==> config.mk <==
export PLATFORM = sky130hd
export DESIGN_NAME = bresenham_line_rasterizer
export DESIGN_NICKNAME = d
export VERILOG_FILES = /design/src/rtl/blr_pkg.sv /design/src/rtl/blr_setup.sv /design/src/rtl/blr_pixel.sv /design/src/rtl/bresenham_line_rasterizer.sv
export VERILOG_INCLUDE_DIRS = /design/src /design/src/rtl
export SDC_FILE = /design/constraint.sdc
export NUM_CORES = 1
export LEC_CHECK = 0
export ABC_AREA = 1
export ABC_CLOCK_PERIOD_IN_PS = 11500
export BUFFER_PORTS_ARGS = -buffer_cell sky130_fd_sc_hd__buf_2
export CORE_ASPECT_RATIO = 1.5
export CORE_MARGIN = 2
export CORE_UTILIZATION = 55
export CTS_CLUSTER_SIZE = 16
export DETAILED_ROUTE_END_ITERATION = 12
export GPL_TIMING_DRIVEN = 0
export PLACE_DENSITY_LB_ADDON = 0.08
export SYNTH_ARGS = -nofsm -noshare
export SYNTH_HDL_FRONTEND = slang
export SYNTH_SLANG_ARGS = --single-unit
==> constraint.sdc <==
create_clock -name clk -period 11.5 [get_ports clk]
set_input_delay 1.15 -clock clk [delete_from_list [all_inputs] [get_ports clk]]
set_output_delay 1.15 -clock clk [all_outputs]
set_load 0.05 [all_outputs]
==> src/rtl/assert_macros.svh <==
// ----------------------------------------------------------------------------
// Assertion macros
// Shared concurrent assertion wrappers; they compile to nothing for synthesis.
// ----------------------------------------------------------------------------
`ifndef ASSERT_MACROS_SVH
`define ASSERT_MACROS_SVH

`ifndef SYNTHESIS
// Same-cycle implication, sampled on clk, quiet during reset.
`define BLR_ASSERT_IMPL(lbl, ante, cons, msg) \
	lbl: assert property (@(posedge clk) disable iff (!arst_n) (ante) |-> (cons)) \
		else $error(msg);
// Next-cycle implication, sampled on clk, quiet during reset.
`define BLR_ASSERT_NEXT(lbl, ante, cons, msg) \
	lbl: assert property (@(posedge clk) disable iff (!arst_n) (ante) |=> (cons)) \
		else $error(msg);
`else
`define BLR_ASSERT_IMPL(lbl, ante, cons, msg)
`define BLR_ASSERT_NEXT(lbl, ante, cons, msg)
`endif

`endif

==> src/rtl/blr_pkg.sv <==
// ----------------------------------------------------------------------------
// blr_pkg
// Types and codes shared by the line rasterizer modules.
// ----------------------------------------------------------------------------
package blr_pkg;

	localparam logic FUNC_LOAD    = 1'b0;
	localparam logic FUNC_ADVANCE = 1'b1;

	localparam logic [1:0] ROT_0   = 2'd0;
	localparam logic [1:0] ROT_90  = 2'd1;
	localparam logic [1:0] ROT_180 = 2'd2;
	localparam logic [1:0] ROT_270 = 2'd3;

	// Per-line setup produced from a load word.
	typedef struct packed {
		logic               steep;
		logic signed [16:0] major_pos;
		logic signed [16:0] major_end;
		logic signed [16:0] minor_pos;
		logic               minor_dir;   // 1 = minor coordinate decreases
		logic        [16:0] delta_major;
		logic        [16:0] delta_minor;
		logic signed [17:0] error_acc;
	} line_t;

	// Clipped and rotated pixel position.
	typedef struct packed {
		logic [9:0] panel_x;
		logic [9:0] panel_y;
		logic       visible;
	} pix_t;

endpackage

==> src/rtl/blr_setup.sv <==
// ----------------------------------------------------------------------------
// blr_setup
// Turns two logical endpoints into Bresenham state ordered along the major axis.
// ----------------------------------------------------------------------------
module blr_setup (
	input  logic signed [15:0] start_x,
	input  logic signed [15:0] start_y,
	input  logic signed [15:0] end_x,
	input  logic signed [15:0] end_y,
	output blr_pkg::line_t     line
);
	import blr_pkg::*;

	logic signed [16:0] x0, y0, x1, y1, dx, dy, dn;
	logic signed [16:0] a0, a1, b0, b1, m0, m1, n0, n1;
	logic        [16:0] adx, ady, dmaj;
	logic               steep, swap;

	always_comb begin
		x0 = 17'(start_x);
		y0 = 17'(start_y);
		x1 = 17'(end_x);
		y1 = 17'(end_y);
		dx = x1 - x0;
		dy = y1 - y0;
		adx = dx[16] ? 17'(-dx) : 17'(dx);
		ady = dy[16] ? 17'(-dy) : 17'(dy);
		steep = ady > adx;

		// Put the faster-changing axis first.
		a0 = steep ? y0 : x0;
		b0 = steep ? x0 : y0;
		a1 = steep ? y1 : x1;
		b1 = steep ? x1 : y1;

		// Walk the major axis upward.
		swap = a0 > a1;
		m0 = swap ? a1 : a0;
		m1 = swap ? a0 : a1;
		n0 = swap ? b1 : b0;
		n1 = swap ? b0 : b1;

		dmaj = 17'(m1 - m0);
		dn   = n1 - n0;

		line.steep       = steep;
		line.major_pos   = m0;
		line.major_end   = m1;
		line.minor_pos   = n0;
		line.minor_dir   = !(n0 < n1);
		line.delta_major = dmaj;
		line.delta_minor = dn[16] ? 17'(-dn) : 17'(dn);
		line.error_acc   = $signed({2'b00, dmaj[16:1]});
	end

endmodule

==> src/rtl/blr_pixel.sv <==
// ----------------------------------------------------------------------------
// blr_pixel
// Clips a logical pixel to the rotated screen and maps it to panel coordinates.
// ----------------------------------------------------------------------------
module blr_pixel #(
	parameter int PANEL_WIDTH  = 800,
	parameter int PANEL_HEIGHT = 600
) (
	input  logic signed [16:0] lx,
	input  logic signed [16:0] ly,
	input  logic        [1:0]  rotation,
	output blr_pkg::pix_t      pix
);
	import blr_pkg::*;

	localparam logic [16:0] PW     = 17'(PANEL_WIDTH);
	localparam logic [16:0] PH     = 17'(PANEL_HEIGHT);
	localparam logic [9:0]  PW_MAX = 10'(PANEL_WIDTH - 1);
	localparam logic [9:0]  PH_MAX = 10'(PANEL_HEIGHT - 1);

	logic [16:0] lw, lh;
	logic        vis;

	always_comb begin
		// Odd quarter turns swap the logical width and height.
		lw  = rotation[0] ? PH : PW;
		lh  = rotation[0] ? PW : PH;
		vis = !lx[16] && !ly[16] && (lx < lw) && (ly < lh);

		pix.visible = vis;
		pix.panel_x = '0;
		pix.panel_y = '0;
		if (vis) begin
			case (rotation)
				ROT_0: begin
					pix.panel_x = lx[9:0];
					pix.panel_y = ly[9:0];
				end
				ROT_90: begin
					pix.panel_x = PW_MAX - ly[9:0];
					pix.panel_y = lx[9:0];
				end
				ROT_180: begin
					pix.panel_x = PW_MAX - lx[9:0];
					pix.panel_y = PH_MAX - ly[9:0];
				end
				ROT_270: begin
					pix.panel_x = ly[9:0];
					pix.panel_y = PH_MAX - lx[9:0];
				end
				default: begin
					pix.panel_x = '0;
					pix.panel_y = '0;
				end
			endcase
		end
	end

endmodule

==> src/rtl/bresenham_line_rasterizer.sv <==
// ----------------------------------------------------------------------------
// bresenham_line_rasterizer
// Bresenham line walker with clipping and panel rotation, one pixel per clock unless the output stalls.
// ----------------------------------------------------------------------------
//
//   Channel   Signals                                     Direction
//   -------   -----------------------------------------   ---------
//   input     in_valid/in_ready, func, endpoints, ink      in
//   output    out_valid/out_ready, panel_x/y, pixel_ink,   out
//             visible, last
//   config    cfg_wr_en, cfg_wr_data (rotation)            in
//
// A word taken at a clock edge sits in the input register while the setup
// or step logic works on it, and its pixel is then loaded into the result
// register when the step stage moves. A new word is taken every clock while
// the output is not stalled; throughput is bounded by the subtract and
// add-back of the error step that feeds the line state registers.
// Reset clears the line state, so advance words are dropped until a load.
// A stalled output holds the input register; ready falls only then.
//
`include "assert_macros.svh"

module bresenham_line_rasterizer #(
	parameter int PANEL_WIDTH  = 800,
	parameter int PANEL_HEIGHT = 600
) (
	input  logic               clk,
	input  logic               arst_n,

	input  logic               cfg_wr_en,
	input  logic [1:0]         cfg_wr_data,

	input  logic               in_valid,
	output logic               in_ready,
	input  logic               func,
	input  logic signed [15:0] start_x,
	input  logic signed [15:0] start_y,
	input  logic signed [15:0] end_x,
	input  logic signed [15:0] end_y,
	input  logic [15:0]        ink,

	output logic               out_valid,
	input  logic               out_ready,
	output logic [9:0]         panel_x,
	output logic [9:0]         panel_y,
	output logic [15:0]        pixel_ink,
	output logic               visible,
	output logic               last
);
	import blr_pkg::*;

	// Panel size at a width that holds the full parameter range.
	localparam logic [10:0] PW_LIM = 11'(PANEL_WIDTH);
	localparam logic [10:0] PH_LIM = 11'(PANEL_HEIGHT);

	// Rotation register, applied to each pixel as it is emitted.
	logic [1:0] rotation_q;

	// Input register.
	logic               valid_s1;
	logic               func_s1;
	logic signed [15:0] start_x_s1, start_y_s1, end_x_s1, end_y_s1;
	logic [15:0]        ink_s1;

	// Line state.
	logic               active_q;
	line_t              line_q;
	logic [15:0]        ink_q;

	// Result register.
	logic               out_valid_q;
	pix_t               pix_q;
	logic [15:0]        pixel_ink_q;
	logic               last_q;

	line_t              setup;
	pix_t               pix;
	logic               proceed, fire, emit, fin, err_neg;
	logic signed [17:0] err_sub;
	logic signed [16:0] lx, ly;

	// The step stage moves whenever the result register is free or draining.
	assign proceed  = !out_valid_q || out_ready;
	assign in_ready = !valid_s1 || proceed;
	assign fire     = valid_s1 && proceed;
	assign emit     = fire && (func_s1 == FUNC_ADVANCE) && active_q;

	always_ff @(posedge clk or negedge arst_n) begin
		if (!arst_n) begin
			rotation_q <= ROT_0;
		end else if (cfg_wr_en) begin
			rotation_q <= cfg_wr_data;
		end
	end

	always_ff @(posedge clk or negedge arst_n) begin
		if (!arst_n) begin
			valid_s1 <= 1'b0;
		end else if (in_ready) begin
			valid_s1 <= in_valid;
		end
	end

	always_ff @(posedge clk) begin
		if (in_ready && in_valid) begin
			func_s1    <= func;
			start_x_s1 <= start_x;
			start_y_s1 <= start_y;
			end_x_s1   <= end_x;
			end_y_s1   <= end_y;
			ink_s1     <= ink;
		end
	end

	blr_setup u_setup (
		.start_x (start_x_s1),
		.start_y (start_y_s1),
		.end_x   (end_x_s1),
		.end_y   (end_y_s1),
		.line    (setup)
	);

	// The current pixel in logical coordinates, before the step.
	assign lx  = line_q.steep ? line_q.minor_pos : line_q.major_pos;
	assign ly  = line_q.steep ? line_q.major_pos : line_q.minor_pos;
	assign fin = line_q.major_pos >= line_q.major_end;

	blr_pixel #(
		.PANEL_WIDTH  (PANEL_WIDTH),
		.PANEL_HEIGHT (PANEL_HEIGHT)
	) u_pixel (
		.lx       (lx),
		.ly       (ly),
		.rotation (rotation_q),
		.pix      (pix)
	);

	// Error step: subtract the minor delta, and on a borrow move the minor
	// coordinate one unit and add back the major delta.
	assign err_sub = line_q.error_acc - $signed({1'b0, line_q.delta_minor});
	assign err_neg = err_sub[17];

	always_ff @(posedge clk or negedge arst_n) begin
		if (!arst_n) begin
			active_q <= 1'b0;
			line_q   <= '0;
			ink_q    <= '0;
		end else if (fire) begin
			if (func_s1 == FUNC_LOAD) begin
				// A load replaces any line still in progress.
				active_q <= 1'b1;
				line_q   <= setup;
				ink_q    <= ink_s1;
			end else if (active_q) begin
				if (fin) begin
					active_q <= 1'b0;
				end else begin
					line_q.major_pos <= line_q.major_pos + 17'sd1;
					if (err_neg) begin
						line_q.error_acc <= err_sub + $signed({1'b0, line_q.delta_major});
						line_q.minor_pos <= line_q.minor_dir ? line_q.minor_pos - 17'sd1
							: line_q.minor_pos + 17'sd1;
					end else begin
						line_q.error_acc <= err_sub;
					end
				end
			end
		end
	end

	always_ff @(posedge clk or negedge arst_n) begin
		if (!arst_n) begin
			out_valid_q <= 1'b0;
		end else if (proceed) begin
			out_valid_q <= emit;
		end
	end

	always_ff @(posedge clk) begin
		if (emit) begin
			pix_q       <= pix;
			pixel_ink_q <= ink_q;
			last_q      <= fin;
		end
	end

	assign out_valid = out_valid_q;
	assign panel_x   = pix_q.panel_x;
	assign panel_y   = pix_q.panel_y;
	assign pixel_ink = pixel_ink_q;
	assign visible   = pix_q.visible;
	assign last      = last_q;

	`BLR_ASSERT_IMPL(a_clip_zero, out_valid_q && !pix_q.visible, pix_q.panel_x == 10'd0 && pix_q.panel_y == 10'd0, "clipped pixel carries nonzero coordinates")
	`BLR_ASSERT_IMPL(a_on_panel, out_valid_q && pix_q.visible, pix_q.panel_x < PW_LIM && pix_q.panel_y < PH_LIM, "visible pixel lies off the panel")
	`BLR_ASSERT_NEXT(a_last_ends, emit && fin, !active_q, "line still active after its last pixel")
	`BLR_ASSERT_NEXT(a_load_starts, fire && func_s1 == FUNC_LOAD, active_q && !out_valid_q, "load did not start a line or produced a pixel")

endmodule

==> reports/qor.yml, run 1 <==
status: "finished, violations left"
violations: "max-capacitance violations"
port_buffers: 127
synth_area_leaders: "edfxtp_1 19%, dfrtp_1 16%, nand2_1 14%"
crit_fanout: 10
antenna_found_initial: 0
cts-hold-fix-buffers: 0
synthesis.nets: 2778
place_inst: 3081
yosysMostFrequentCell: "nand2_1"
clock_skew_ns: 0.00995
worst_pin_slew_ns: 1.48
wl_per_cell_um: 18.9
synth-edff-count: 119
via_per_inst: 5.60
final_nets: 2957
design_area_mm2: 0.0217
dr.first_iter.drc_count: 1190
path_common_cell: "a21oi_1"
max_stage_delay_ns: 0.40
synthToLayoutAreaGrowth_pct: 13.4
hold_path_class: "flip-flop to flip-flop"
synth_cell_types: 67
ant_nets: 0
grt_max_degree: 69
vias: 17600
num_rows: 83
clk_pin_slew_ns: 0.06
syn_inst: 2524
layout-drive-gt1-share_pct: 12.5
die_w_um: 156
crit_type: "flip-flop to flip-flop"
required_ns: 11.91
avgSynthCellArea_um2: 7.57
fmax_mhz: 89.8
arrival_ns: 11.55
drv_slew: 0
dr.pass1.iters: 6
htreeDepth: 1
grt-ovfl-total: 0
whs_ns: 0.443
max_slew_margin_pct: 0.342
dieArea_mm2: 0.0363
cp-start-kind: "flip-flop"
post-route-period-util_pct: 96.8
drc: 0
setup_tns_ns: 0
cts_made_buffers: 26
final-setup-viol-count: 0
place_area_mm2: 0.0204
clock_latency_ns: 0.56
initial_core_util_pct: 55.8
place_hpwl_mm: 47.8
yosys_warnings: 0
grt_usage_pct: 32.9
period_minus_slack_ns: 11.14
cp_slowest_cell: "edfxtp_1"
root_buffer: "clkbuf_16"
clkSinkCount: 244
hold_viol: 0
fillCellCount: 3139
ys.flop_type: "dfrtp_1"
wirelength_mm: 59.5
synth_common_cells: "702 x nand2_1, 318 x inv_1, 204 x o21ai_0, 160 x ha_1, 139 x a21oi_1"
grt_pass1_wl_mm: 91.5
grt_pass1_vias: 17500
io_pins: 128
cts_buffer_depth: 3
antenna-diode-count: 0
cts_tree: "done"
synth_top_area_share_pct: 18.7
synth-async-reset-ratio_pct: 51.2
syn_area_mm2: 0.0191
drv_cap: 1
place.gp.congestion: 1.05
fp.dieH_um: 232
setup.worst_path.end_class: "flip-flop"
ys_ff_latch: 244
core_area_mm2: 0.0343
synth.largest_area_cell: "edfxtp_1"
ys_seq_area_share_pct: 35.1
stdcell_count: 3148
per-stage QoR:
stage / setup WS, ns / util [%]
2_1_floorplan: 1.87 / -
3_3_place_gp: -1.20 / 59.2
3_5_place_dp: -1.48 / 59.5
4_1_cts: 0.0143 / 62.3
5_1_grt: -0.164 / 63.2
6_report: 0.363 / 63.2
worst paths after layout:
kind,start,end,slack (ns),cells after the start
setup / recovery,start_y_s1[0],line_q[33],0.36,63
hold / removal,ink_q[7],pixel_ink[7],0.44,0
setup reg to reg,start_y_s1[0],line_q[33],0.36,63
hold reg to reg,ink_q[7],pixel_ink[7],0.44,0
max in group asynchronous,arst_n,line_q[47],10.15,2
min in group asynchronous,arst_n,rotation_q[1],0.57,1
final cells by class:
class	count	area (um2)	share of cell area [%]
Multi-Input combinational cell	1868	11000	50.7
Sequential cell	244	6700	30.9
Inverter	335	1270	5.85
Timing Repair Buffer	152	881	4.06
Clock buffer	32	694	3.20
Tap cell	425	532	2.45
Buffer	76	430	1.99
Clock inverter	16	169	0.779
cell usage in the layout, fill, tap and decap left out, drive strengths merged, types with 20 or more instances in the layout:
master / Yosys / final
a21oi: 143 / 143
a31oi: 20 / 20
buf: 25 / 178
clkbuf: 52 / 82
dfrtp: 125 / 125
edfxtp: 119 / 119
ha: 160 / 160
inv: 334 / 332
nand2: 719 / 719
nand3: 105 / 105
nand4: 27 / 27
nor2: 139 / 139
nor3: 37 / 37
o21ai: 222 / 222
o21bai: 24 / 24
xnor2: 31 / 31
xor2: 106 / 106
flip-flops by register name, indices dropped and copies added (netlist names):
| name | flops |
|---|---|
| start_y_s1 | 16 |
| panel_y | 10 |
| end_y_s1 | 16 |
| valid_s1 | 1 |
| active_q | 1 |
| out_valid | 1 |
| line_q | 104 |
| ink_s1 | 16 |
| rotation_q | 2 |
| ink_q | 16 |
| pixel_ink | 16 |
| func_s1 | 1 |
| start_x_s1 | 16 |
| last | 1 |
| end_x_s1 | 16 |
| visible | 1 |
| panel_x | 10 |
logic make-up after synthesis:
kind of cell	after synthesis	synth area share (%)
buffers and inverters	412	8.64
muxes	19	1.01
xor gates and xnor gates	137	6.32
AOI/OAI and AO/OA	477	14.0
adders and majority gates	166	11.1
DFF	244	35.1
and+or+nand+nor	1069	23.8
layer usage:
metal  part of all wire (%)  up-vias  track usage, %
met4                    9.4        0            26.8
met1                     36     8174            33.6
met5                      0        -               0
met2                     50      556            59.9
met3                    4.4      213            3.79
li1                       -     8690               -
repair_timing:
action                                  in CTS  in global routing
setup buffers                                4                 16
endpoints found under the setup margin      17                 17
gates resized for setup                     37                 59
pin swaps                                    4                 11
critical path, delay by kind of cell, from the launching register on:
kind	cells	cell delay, ns
fa+ha+maj	6	1.81
buf+inv	11	1.50
compound gates	25	4.44
simple gates	18	2.20
flops	1	0.40
xor+xnor	3	0.61
Power of run 1 is left out: the tool's default activity adds up to more than one toggle a clock period on the data nets, which glitch-free logic cannot reach.
==> inputs of run 2 (changes only) <==
CELL_PAD_IN_SITES_DETAIL_PLACEMENT = 2   (was unset)
CELL_PAD_IN_SITES_GLOBAL_PLACEMENT = 2   (was unset)
CORE_UTILIZATION = 37   (was 55)
==> run 2 against run 1 <==
The run now ends clean; highest routed layer is now met5; sequential share of layout area fell by 0.69 points; worst setup slack improved by 0.017 ns; die area rose by 48%; largest cell class unchanged; clock-buffer cell count rose by 5; critical endpoint unchanged; clock skew rose by 0.016 ns; via count rose by 4.0%.
==> reports/qor.yml, run 2 (synthesis results as in run 1) <==
status: "finished clean"
drv_slew: 0  # unchanged
cts-hold-fix-buffers: 0  # unchanged
cp_slowest_cell: "edfxtp_1"
stdcell_count: 3403  # +8.1%
place.gp.congestion: 0.933  # -11%
critPathTopFamily: "compound AO/OA/AOI/OAI gates"
root_buffer: "clkbuf_16"
ant_nets: 0  # unchanged
rsz0062_at_grt: "yes"
grt_pass1_wl_mm: 118  # +29%
worst_pin_slew_ns: 1.14  # -0.342 ns
vias: 18300  # +4.0%
period_minus_slack_ns: 11.12  # -0.0170 ns
layout-drive-gt1-share_pct: 12.9  # +0.35 points
initial_core_util_pct: 37.3  # -19 points
post-route-period-util_pct: 96.7  # -0.15 points
ff2ff_path_depth: 64  # +1.6%
path_common_cell: "nand2_1"
drc: 0  # unchanged
clk_pin_slew_ns: 0.07  # about the same
largest_reg_flops: 104  # unchanged
whs_path_depth: 0  # unchanged
hold_path.startpoint: "ink_q[10]"
setup.worst_path.end_class: "flip-flop"
fillCellCount: 5972  # +90%
top_register: "line_q"
antenna_found_initial: 1  # +1
drv_cap: 0  # -1
io_pins: 128  # unchanged
synthToLayoutAreaGrowth_pct: 15.9
min_to: "pixel_ink[10]"
hold_viol: 0  # unchanged
cts_buffer_depth: 3  # unchanged
clkSinkCount: 244  # unchanged
dieArea_mm2: 0.0535  # +48%
wirelength_mm: 77.4  # +30%
grt_max_degree: 68  # -1.4%
die_w_um: 190  # +21%
reg2reg_to: "line_q[33]"
grt_pass1_vias: 20800  # +19%
port_buffers: 127  # unchanged
wl_per_cell_um: 22.8  # +20%
rr_startpoint: "start_y_s1[0]"
core_area_mm2: 0.0513  # +50%
critPathBufInv: 10  # -1
final_nets: 2959  # +0.068%
crit_fanout: 10  # unchanged
final-setup-viol-count: 0  # unchanged
place_hpwl_mm: 63.8  # +34%
antenna-diode-count: 0  # unchanged
htreeDepth: 1  # unchanged
fp.dieH_um: 282  # +22%
clock_latency_ns: 0.59  # +0.03 ns
crit_type: "flip-flop to flip-flop"
cts_tree: "done"
dr.pass1.iters: 4  # -2
worst-r2r-setup-slack_ns: 0.38  # +0.02 ns
cp.depth: 64  # +1.6%
arrival_ns: 11.56  # about the same
clock_skew_ns: 0.0261  # +0.0162 ns
cts_made_buffers: 28  # +7.7%
num_rows: 102  # +23%
required_ns: 11.94  # +0.03 ns
via_per_inst: 5.39  # -3.8%
fmax_mhz: 89.9  # +0.15%
grt-ovfl-total: 0  # unchanged
grt_usage_pct: 28.8  # -4.1 points
max_stage_delay_ns: 0.42  # +0.02 ns
max_slew_margin_pct: 23.8  # +23 points
final_cell_mix: "696 x nand2_1, 315 x inv_1, 182 x o21ai_0, 149 x ha_1, 139 x a21oi_1"
layout_commonest_cell: "nand2_1"
hold_path_class: "flip-flop to flip-flop"
place_inst: 3332  # +8.1%
cp-start-kind: "flip-flop"
dr.first_iter.drc_count: 470  # -61%
[run 2: cell types whose count changed in the layout (fill, tap and decap cells not counted), sizes merged]
| cell | before | now |
|---|---|---|
| clkbuf | 82 | 86 |
| clkinvlp | 7 | 2 |
| inv | 332 | 333 |
| clkinv | 9 | 12 |
| buf | 178 | 179 |
[run 2: layer usage]
layer	vias to the layer above	track usage, %	part of all wire [%]
li1	8677	-	-
met1	9162	28.0	35
met2	340	58.9	56
met3	162	2.34	2.3
met4	2	15.5	6.0
met5	-	0	0.012
[run 2: timing repair]
item                                    CTS  global route
endpoints found under the setup margin   17            17
setup buffers                            11             9
resized for setup                        76            44
pin swaps                                12            12
[run 2: final cells by class]
cell class	count	area (um2)	share of cell area, %
Clock buffer	37	776	3.50
Tap cell	676	846	3.82
Buffer	76	443	2.00
Clock inverter	15	150	0.677
Multi-Input combinational cell	1868	11100	50.1
Sequential cell	244	6700	30.2
Inverter	335	1260	5.70
Timing Repair Buffer	152	877	3.96
[run 2: how the worst max path moves through the flow]
stage,from,end,slack [ns]
after floorplan,start_y_s1[0],line_q[33],1.87
after global placement,start_y_s1[0],line_q[33],-2.25
after detailed placement,start_y_s1[0],line_q[33],-2.56
after CTS,start_y_s1[0],line_q[33],0.008
after global routing,start_x_s1[0],line_q[33],-0.30
final,start_y_s1[0],line_q[33],0.38
[run 2: worst register-to-register path: cells and delay by family, from the launching register on]
family	cells	cell delay [ns]
compound gates	23	3.99
xor+xnor	3	0.68
fa+ha+maj	6	1.88
buf+inv	10	1.58
flops	1	0.42
simple gates	22	2.41
[run 2: through the flow]
step | setup TNS, ns | worst slack (ns) | area, um2 | util [%] | hold slack [ns]
6_report | 0 | 0.380 | 22200 | 43.2 | 0.453
5_1_grt | -0.986 | -0.296 | 22200 | 43.2 | 0.458
3_5_place_dp | -37.09 | -2.56 | 20700 | 40.3 | 0.442
2_1_floorplan | 0 | 1.87 | 19100 | - | 0.425
4_1_cts | 0 | 0.00804 | 22000 | 42.8 | 0.454
3_3_place_gp | -32.08 | -2.25 | 20600 | 40.2 | 0.431
Power of run 2 is left out for the same reason.
==> inputs of run 3 (changes only) <==
CORE_ASPECT_RATIO = unset   (was 1.5)
==> run 3 against run 2 <==
Fmax up 2.8%; flip-flop and latch count unchanged; register-to-register slack better by 0.31 ns; critical path type unchanged; critical endpoint unchanged; highest routed layer is now met4.
==> reports/qor.yml, run 3 (synthesis results as in run 1) <==
status: "finished clean"
final-setup-viol-count: 0  # unchanged
root_buffer: "clkbuf_16"
antenna_found_initial: 2  # +1
max_stage_delay_ns: 0.41  # about the same
place.gp.congestion: 0.901  # -3.5%
clk_pin_slew_ns: 0.06  # about the same
initial_core_util_pct: 37.3  # +0.077 points
final_core_util_pct: 43.3  # +0.097 points
drv_cap: 0  # unchanged
grt_usage_pct: 29.0  # +0.20 points
period_minus_slack_ns: 10.81  # -0.305 ns
hold_viol: 0  # unchanged
cts_buffer_depth: 3  # unchanged
dr.pass1.iters: 5  # +1
wl_per_cell_um: 22.7  # about the same
drv_slew: 0  # unchanged
crit_fanout: 19  # +9
fp.dieH_um: 231  # -18%
htreeDepth: 1  # unchanged
whs_ns: 0.440  # -0.0134 ns
dieArea_mm2: 0.0535  # about the same
clock_latency_ns: 0.61  # +0.02 ns
top_register: "line_q"
clkSinkCount: 244  # unchanged
clock_skew_ns: 0.0107  # -0.0154 ns
post-place-ws_ns: -1.63  # +0.935 ns
core_area_mm2: 0.0512  # -0.21%
cts-hold-fix-buffers: 0  # unchanged
final_cell_mix: "697 x nand2_1, 315 x inv_1, 174 x o21ai_0, 149 x ha_1, 137 x a21oi_1"
grt_max_degree: 90  # +32%
path_common_cell: "nand2_1"
fmax_mhz: 92.5  # +2.8%
vias: 18500  # +0.69%
wirelength_mm: 77.5  # about the same
cp-start-kind: "flip-flop"
grt-ovfl-total: 0  # unchanged
cp.depth: 66  # +3.1%
hold_path_class: "primary input to asynchronous set/reset pin"
place_area_mm2: 0.0207  # about the same
cp_slowest_cell: "edfxtp_1"
dr.first_iter.drc_count: 886  # +89%
worst_pin_slew_ns: 1.29  # +0.150 ns
ff2ff_path_depth: 66  # +3.1%
critPathBufInv: 12  # +2
synthToLayoutAreaGrowth_pct: 16.0  # about the same
setup.worst_path.end_class: "flip-flop"
grt_pass1_vias: 20500  # -1.5%
num_rows: 83  # -19%
layout-drive-gt1-share_pct: 12.8  # -0.10 points
design_area_mm2: 0.0222  # about the same
post-route-worst-setup-slack_ns: 0.685  # +0.305 ns
die_w_um: 231  # +22%
post-route-period-util_pct: 94.0  # -2.7 points
drc: 0  # unchanged
crit_type: "flip-flop to flip-flop"
ant_nets: 0  # unchanged
cts_tree: "done"
final_nets: 2956  # -0.10%
io_pins: 128  # unchanged
place_hpwl_mm: 62.4  # -2.2%
via_per_inst: 5.42  # +0.57%
cts_made_buffers: 30  # +7.1%
grt_pass1_wl_mm: 120  # +1.5%
max_slew_margin_pct: 13.7  # -10 points
critPathTopFamily: "compound AO/OA/AOI/OAI gates"
required_ns: 11.96  # +0.02 ns
arrival_ns: 11.27  # -0.29 ns
largest_reg_flops: 104  # unchanged
port_buffers: 127  # unchanged
layout_commonest_cell: "nand2_1"
-- run 3: cell count changes in the layout (fill, tap and decap cells not counted), moves of 3 or more --
cell / previous run / this run
buf_4: 26 / 19
buf_6: 13 / 16
o21ai_0: 182 / 174
o21ai_1: 27 / 31
o21ai_2: 12 / 15
-- run 3: cell type report --
| class | instances | area, um2 |
|---|---|---|
| Antenna cell | 2 | 5.00 |
| Buffer | 76 | 449 |
| Clock buffer | 38 | 791 |
| Clock inverter | 17 | 190 |
| Fill cell | 5954 | 29000 |
| Inverter | 335 | 1260 |
| Multi-Input combinational cell | 1868 | 11100 |
| Sequential cell | 244 | 6700 |
| Tap cell | 680 | 851 |
| Timing Repair Buffer | 147 | 843 |
-- run 3: final timing paths --
check / endpoint / slack, ns / from
max: line_q[33] / 0.69 / end_y_s1[0]
min: rotation_q[0] / 0.44 / arst_n
max reg2reg: line_q[33] / 0.69 / end_y_s1[0]
min reg2reg: pixel_ink[6] / 0.45 / ink_q[6]
max in group asynchronous: line_q[14] / 10.20 / arst_n
min in group clk: pixel_ink[6] / 0.45 / ink_q[6]
-- run 3: layer usage --
layer	global-route usage, %	up-vias	part of all wire [%]
met2	51.6	299	49
li1	-	8698	-
met5	0	-	0
met1	36.8	9344	45
met3	3.19	129	3.2
met4	8.71	0	3.3
-- run 3: stage by stage --
step	instances	setup TNS [ns]
detailed placement	3336	-18.53
floorplan	2524	0
finish	3407	0
global route	3405	-0.343
CTS	3395	0
global placement	3331	-9.29
-- run 3: timing repair --
action	CTS	global route
buffers inserted	5	10
resized for setup	52	77
pin swaps	5	11
endpoints found under the setup margin	17	17
-- run 3: worst register-to-register path: cells and delay by family, from the launching register on --
kind	cells	cell delay, ns
buffers and inverters	12	1.48
AO/OA/AOI/OAI	24	3.98
flip-flops	1	0.41
XOR/XNOR	3	0.60
AND/OR/NAND/NOR	21	2.40
adder cells (fa/ha/maj)	6	1.80
Power of run 3 is left out for the same reason.
